$ cat src/rtl/spoc_pkg.sv
// ----------------------------------------------------------------------------
// spoc_pkg: shared types and constants for the sphere placement overlap check
// Grain record layout, status and register codes, derived widths.
// ----------------------------------------------------------------------------
package spoc_pkg;

	// table depth and coordinate width
	localparam int MAX_GRAINS = 256;
	localparam int COORD_BITS = 16;

	// derived widths
	localparam int IDX_BITS   = (MAX_GRAINS > 1) ? $clog2(MAX_GRAINS) : 1;
	localparam int CNT_BITS   = $clog2(MAX_GRAINS + 1);
	localparam int SQ_W       = 2 * COORD_BITS;
	localparam int D2_W       = 2 * COORD_BITS + 2;
	localparam int GRAIN_W    = 4 * COORD_BITS;

	// fixed field widths
	localparam int FIELD_W    = 16;
	localparam int TGT_W      = 9;
	localparam int STATUS_W   = 3;
	localparam int IDX_OUT_W  = 8;
	localparam int CFG_IDX_W  = 3;
	localparam int CFG_DATA_W = 16;

	// result status codes
	localparam logic [STATUS_W-1:0] ST_ACCEPT  = 3'd0;
	localparam logic [STATUS_W-1:0] ST_FULL    = 3'd1;
	localparam logic [STATUS_W-1:0] ST_OUTSIDE = 3'd2;
	localparam logic [STATUS_W-1:0] ST_HIT_SED = 3'd3;
	localparam logic [STATUS_W-1:0] ST_HIT_ICE = 3'd4;

	// configuration register indexes
	localparam logic [CFG_IDX_W-1:0] CFG_DIMENSION  = 3'd0;
	localparam logic [CFG_IDX_W-1:0] CFG_BOX_X      = 3'd1;
	localparam logic [CFG_IDX_W-1:0] CFG_BOX_Y      = 3'd2;
	localparam logic [CFG_IDX_W-1:0] CFG_BOX_Z      = 3'd3;
	localparam logic [CFG_IDX_W-1:0] CFG_TARGET_SED = 3'd4;
	localparam logic [CFG_IDX_W-1:0] CFG_TARGET_ICE = 3'd5;

	// grain kind / table select
	localparam logic KIND_SED = 1'b0;
	localparam logic KIND_ICE = 1'b1;

	localparam logic [1:0] DIM_3D = 2'd3;

	typedef struct packed {
		logic [COORD_BITS-1:0] x;
		logic [COORD_BITS-1:0] y;
		logic [COORD_BITS-1:0] z;
		logic [COORD_BITS-1:0] r;
	} grain_t;

	// overlap result of one table entry, leaving the datapath
	typedef struct packed {
		logic valid;
		logic tab;
		logic overlap;
	} hit_t;

endpackage

$ cat src/rtl/spoc_overlap_dp.sv
// ----------------------------------------------------------------------------
// spoc_overlap_dp: candidate versus stored grain overlap test
// Two stages: squared axis distances and squared radius sum, then the
// distance sum and the strict less-than compare.
// ----------------------------------------------------------------------------
module spoc_overlap_dp import spoc_pkg::*; (
	input  logic   clk,
	input  logic   arst_n,
	input  logic   v_s1,
	input  logic   tab_s1,
	input  grain_t cand,
	input  grain_t entry,
	input  logic   three_d,
	output hit_t   hit
);

	logic [COORD_BITS-1:0] dx, dy, dz;
	logic [COORD_BITS:0]   rs;
	logic [SQ_W-1:0]       sq_x, sq_y, sq_z;
	logic [D2_W-1:0]       rs2;

	logic                  v_s2;
	logic                  tab_s2;
	logic [SQ_W-1:0]       sq_x_s2, sq_y_s2, sq_z_s2;
	logic [D2_W-1:0]       rs2_s2;
	logic [D2_W-1:0]       d2;

	// absolute differences and squares
	always_comb begin
		dx   = (cand.x > entry.x) ? (cand.x - entry.x) : (entry.x - cand.x);
		dy   = (cand.y > entry.y) ? (cand.y - entry.y) : (entry.y - cand.y);
		dz   = (cand.z > entry.z) ? (cand.z - entry.z) : (entry.z - cand.z);
		rs   = {1'b0, cand.r} + {1'b0, entry.r};
		sq_x = dx * dx;
		sq_y = dy * dy;
		sq_z = three_d ? dz * dz : '0;
		rs2  = rs * rs;
	end

	// stage 2 valid
	always_ff @(posedge clk or negedge arst_n) begin
		if (!arst_n) begin
			v_s2 <= 1'b0;
		end else begin
			v_s2 <= v_s1;
		end
	end

	// stage 2 payload
	always_ff @(posedge clk) begin
		tab_s2  <= tab_s1;
		sq_x_s2 <= sq_x;
		sq_y_s2 <= sq_y;
		sq_z_s2 <= sq_z;
		rs2_s2  <= rs2;
	end

	// touching grains are no overlap
	always_comb begin
		d2          = D2_W'(sq_x_s2) + D2_W'(sq_y_s2) + D2_W'(sq_z_s2);
		hit.valid   = v_s2;
		hit.tab     = tab_s2;
		hit.overlap = (d2 < rs2_s2);
	end

endmodule

$ cat config.mk
export PLATFORM = sky130hd
export DESIGN_NAME = spoc_overlap_dp
export DESIGN_NICKNAME = d
export VERILOG_FILES = /design/src/rtl/spoc_pkg.sv /design/src/rtl/spoc_overlap_dp.sv
export SDC_FILE = /design/constraint.sdc
export NUM_CORES = 2
export LEC_CHECK = 0
export ABC_AREA = 1
export BUFFER_PORTS_ARGS = -buffer_cell sky130_fd_sc_hd__buf_4
export CAP_MARGIN = 10
export CORE_MARGIN = 2
export CORE_UTILIZATION = 45
export DETAILED_ROUTE_END_ITERATION = 12
export SLEW_MARGIN = 20
export SYNTH_ARGS = -nofsm -noshare
export SYNTH_HDL_FRONTEND = slang
export SYNTH_SLANG_ARGS = --single-unit
$ cat constraint.sdc
create_clock -name clk -period 5.6 [get_ports clk]
set_input_delay 0.28 -clock clk [delete_from_list [all_inputs] [get_ports clk]]
set_output_delay 0.28 -clock clk [all_outputs]
set_load 0.05 [all_outputs]
==> results.md <==
- Status: complete, but fails checks
- Failing checks: setup timing
- Synth warn: 0
- Total gr overflow: 0
- Synthesized cell area: 0.0430 mm2
- Diode count: 0
- Crit path from: cand[0]
- Share of flip-flops with an asynchronous set or reset: 0.781%
- Placed Area: 0.0555 mm2
- Worst Setup Slack, final: -0.768 ns
- Initial antenna violation count: 0
- Max-slew headroom: 67.8%
- Worst setup path category: in2reg
- Io pins: 136
- Final HPWL DP: 109000 um
- Starting Density: 45.3%
- Full die area: 0.0981 mm2
- CTS tree: built
- Post-synthesis area per instance: 7.60 um2
- Largest net degree at the start of global routing: 30
- RSZ-0062 raised after global routing: true
- Synth area leaders: fa_1 32%, ha_1 17%, inv_1 12%, nand2_1 8.5%, dfxtp_1 5.9%
- Synthesized flop and latch total: 128
- Synth Flop Type: dfxtp_1
- Vias in the first global route: 43.1k
- Critical path required time: 5.98 ns
- Synth Area in Compound Gates: 9.01%
- Adder-cell share of the synthesized area: 49.4%
- Clock sink total: 128
- Final Cycle Share: 114%
- CP endpoint kind: flip-flop
- Worst-path fanout max: 4
- Drt pass-1 iters: 6
- P&R area growth vs syn: 44.5%
- Slowest CP cell: fa_1
- Die span in x: 313 um
- Crit-path most repeated cell: fa_1
- CORE AREA: 0.0949 mm2
- Drt first-iter violations: 1921
- Mux contribution to synthesized area: 0%
- Startpoint Class: primary input
- Syn Nets: 7083
- Xor-xnor portion of the synthesized cell area: 4.75%
- Top-area cell type share of the netlist area: 32.0%
- Critical Path AT: 6.75 ns
- Fin crit period: 6.37 ns
- Post-route ant nets: 0
- Routed len/inst: 15.4 um
- Max cap viols: 0
- First-pass GRT wire length: 211000 um
- CTS Root Cell: clkbuf_16
- Yosys top cell by area: fa_1
- Number of port buffers: 135
- Simple-gate share of the synthesized area: 17.5%
- Routed vias/inst: 4.90
- Register area share after synthesis: 5.97%
- Fin Hold WS: 0.145 ns
- Fin nets: 8474
- Slew Viols, Final: 0
- Fmax: 157 MHz
- CTS HTree Levels: 4
- Cell area after layout: 0.0622 mm2
- Total GRT Usage: 26.5%
- Setup slack at placement: -1.37 ns
- Cells after synthesis: 5663
- Post-synth EDFFs: 0
- Count leader, synth: inv_1
- Clock Path Buffers: 2
- Num CTS Buffers: 17
- Most common library cells after synthesis: 1381 x inv_1, 973 x nand2_1, 687 x fa_1, 600 x ha_1, 530 x nor2_1
- Final Instance Count excl. Fillers: 8330
- Min-Delay Path Class: in2async
- Layout cell share with drive strength beyond 1: 36.7%
- Unique masters post-synth: 60
- Gpl congestion: 0.948
- Die Ht: 313 um
- Rows: 113
- Largest family of logic cells by synthesized area: adder cells
- DP Cell Count: 8084
- Endpoints failing hold: 0
- Final setup violation count: 92
- Vias: 40.9k
- Clock slew at reported path FFs: 0.06 ns
- Drt total wl: 129000 um
- Slowest cell delay on critical path: 0.54 ns
- DRC viols: 0
- Worst Tran Pin Value: 0.481 ns
## layout make-up
class	count	area, um2
clock buffers	19	453
repair buffers	1438	11500
repair inverters	2	13.8
flip-flops and latches	128	2570
inverters	1416	5590
fillers	7978	32700
multi-input cells	4051	40300
well taps	1265	1580
clock inverters	11	108
## worst paths after layout
path | to | depth (start not counted) | slack [ns]
min in group clk | rs2_s2[0]$_DFF_P_ | 3 | 0.20
min | v_s2$_DFF_PN0_ | 2 | 0.14
max | rs2_s2[30]$_DFF_P_ | 34 | -0.77
max in group asynchronous | v_s2$_DFF_PN0_ | 2 | 5.37
## per-layer routing
metal / wire length [um] / part of all wire (%) / vias up / track usage [%]
met5: 0 / 0 / - / 0
met2: 64300 / 50 / 820 / 47.1
met1: 56200 / 44 / 19726 / 34.7
met4: 3780 / 2.9 / 0 / 6.91
met3: 4260 / 3.3 / 226 / 2.20
li1: - / - / 20082 / -
## state kept, by name, summed over array words and instances, names as in the netlist
name	cells
rs2_s2	33
sq_x_s2	31
sq_y_s2	31
sq_z_s2	31
tab_s2	1
v_s2	1
## layout by cell type, fill, tap and decap left out, drive strengths merged, types with 23 or more instances in the layout
cell type	synthesis	routed
a21o	35	35
a21oi	344	344
a31oi	29	29
buf	51	1435
dfxtp	127	127
fa	687	687
ha	600	600
inv	1414	1418
nand2	1009	1010
nand3	157	157
nand4	23	23
nor2	566	566
nor3	63	63
o21ai	198	198
o21bai	26	26
xnor2	62	62
xor2	168	168
## worst max-delay path, delay by kind of cell
family | cells | cell delay, ns
AO/OA/AOI/OAI | 5 | 0.85
XOR/XNOR | 2 | 0.29
adder cells (fa/ha/maj) | 9 | 3.60
buffers and inverters | 10 | 1.04
AND/OR/NAND/NOR | 8 | 0.69
## cells by family (layout without fill, tap and decap cells)
group                    Yosys count  count (layout)
adder cells (fa/ha/maj)         1287            1287
AO/OA/AOI/OAI                    691             691
AND/OR/NAND/NOR                 1842            1843
flip-flops                       128             128
XOR/XNOR                         230             230
buffers and inverters           1485            2886
## through the flow
stage               TNS, ns  utilization (%)
floorplan            -45.09                -
global placement    -100.26             58.5
detailed placement  -105.86             58.5
CTS                  -36.19             63.4
global route         -70.09             65.5
finish               -47.79             65.5
## repair_timing
item	4_1_cts	5_1_grt
setup endpoints to repair	93	99
hold buffers	3	0
cloned	5	0
pin swaps	332	287
endpoints found under the hold margin	3	0
buffers inserted	131	83
gates resized for setup	735	372
Power is not shown: default switching activity piles up to over one toggle a cycle in this logic, so the estimate is an artifact.
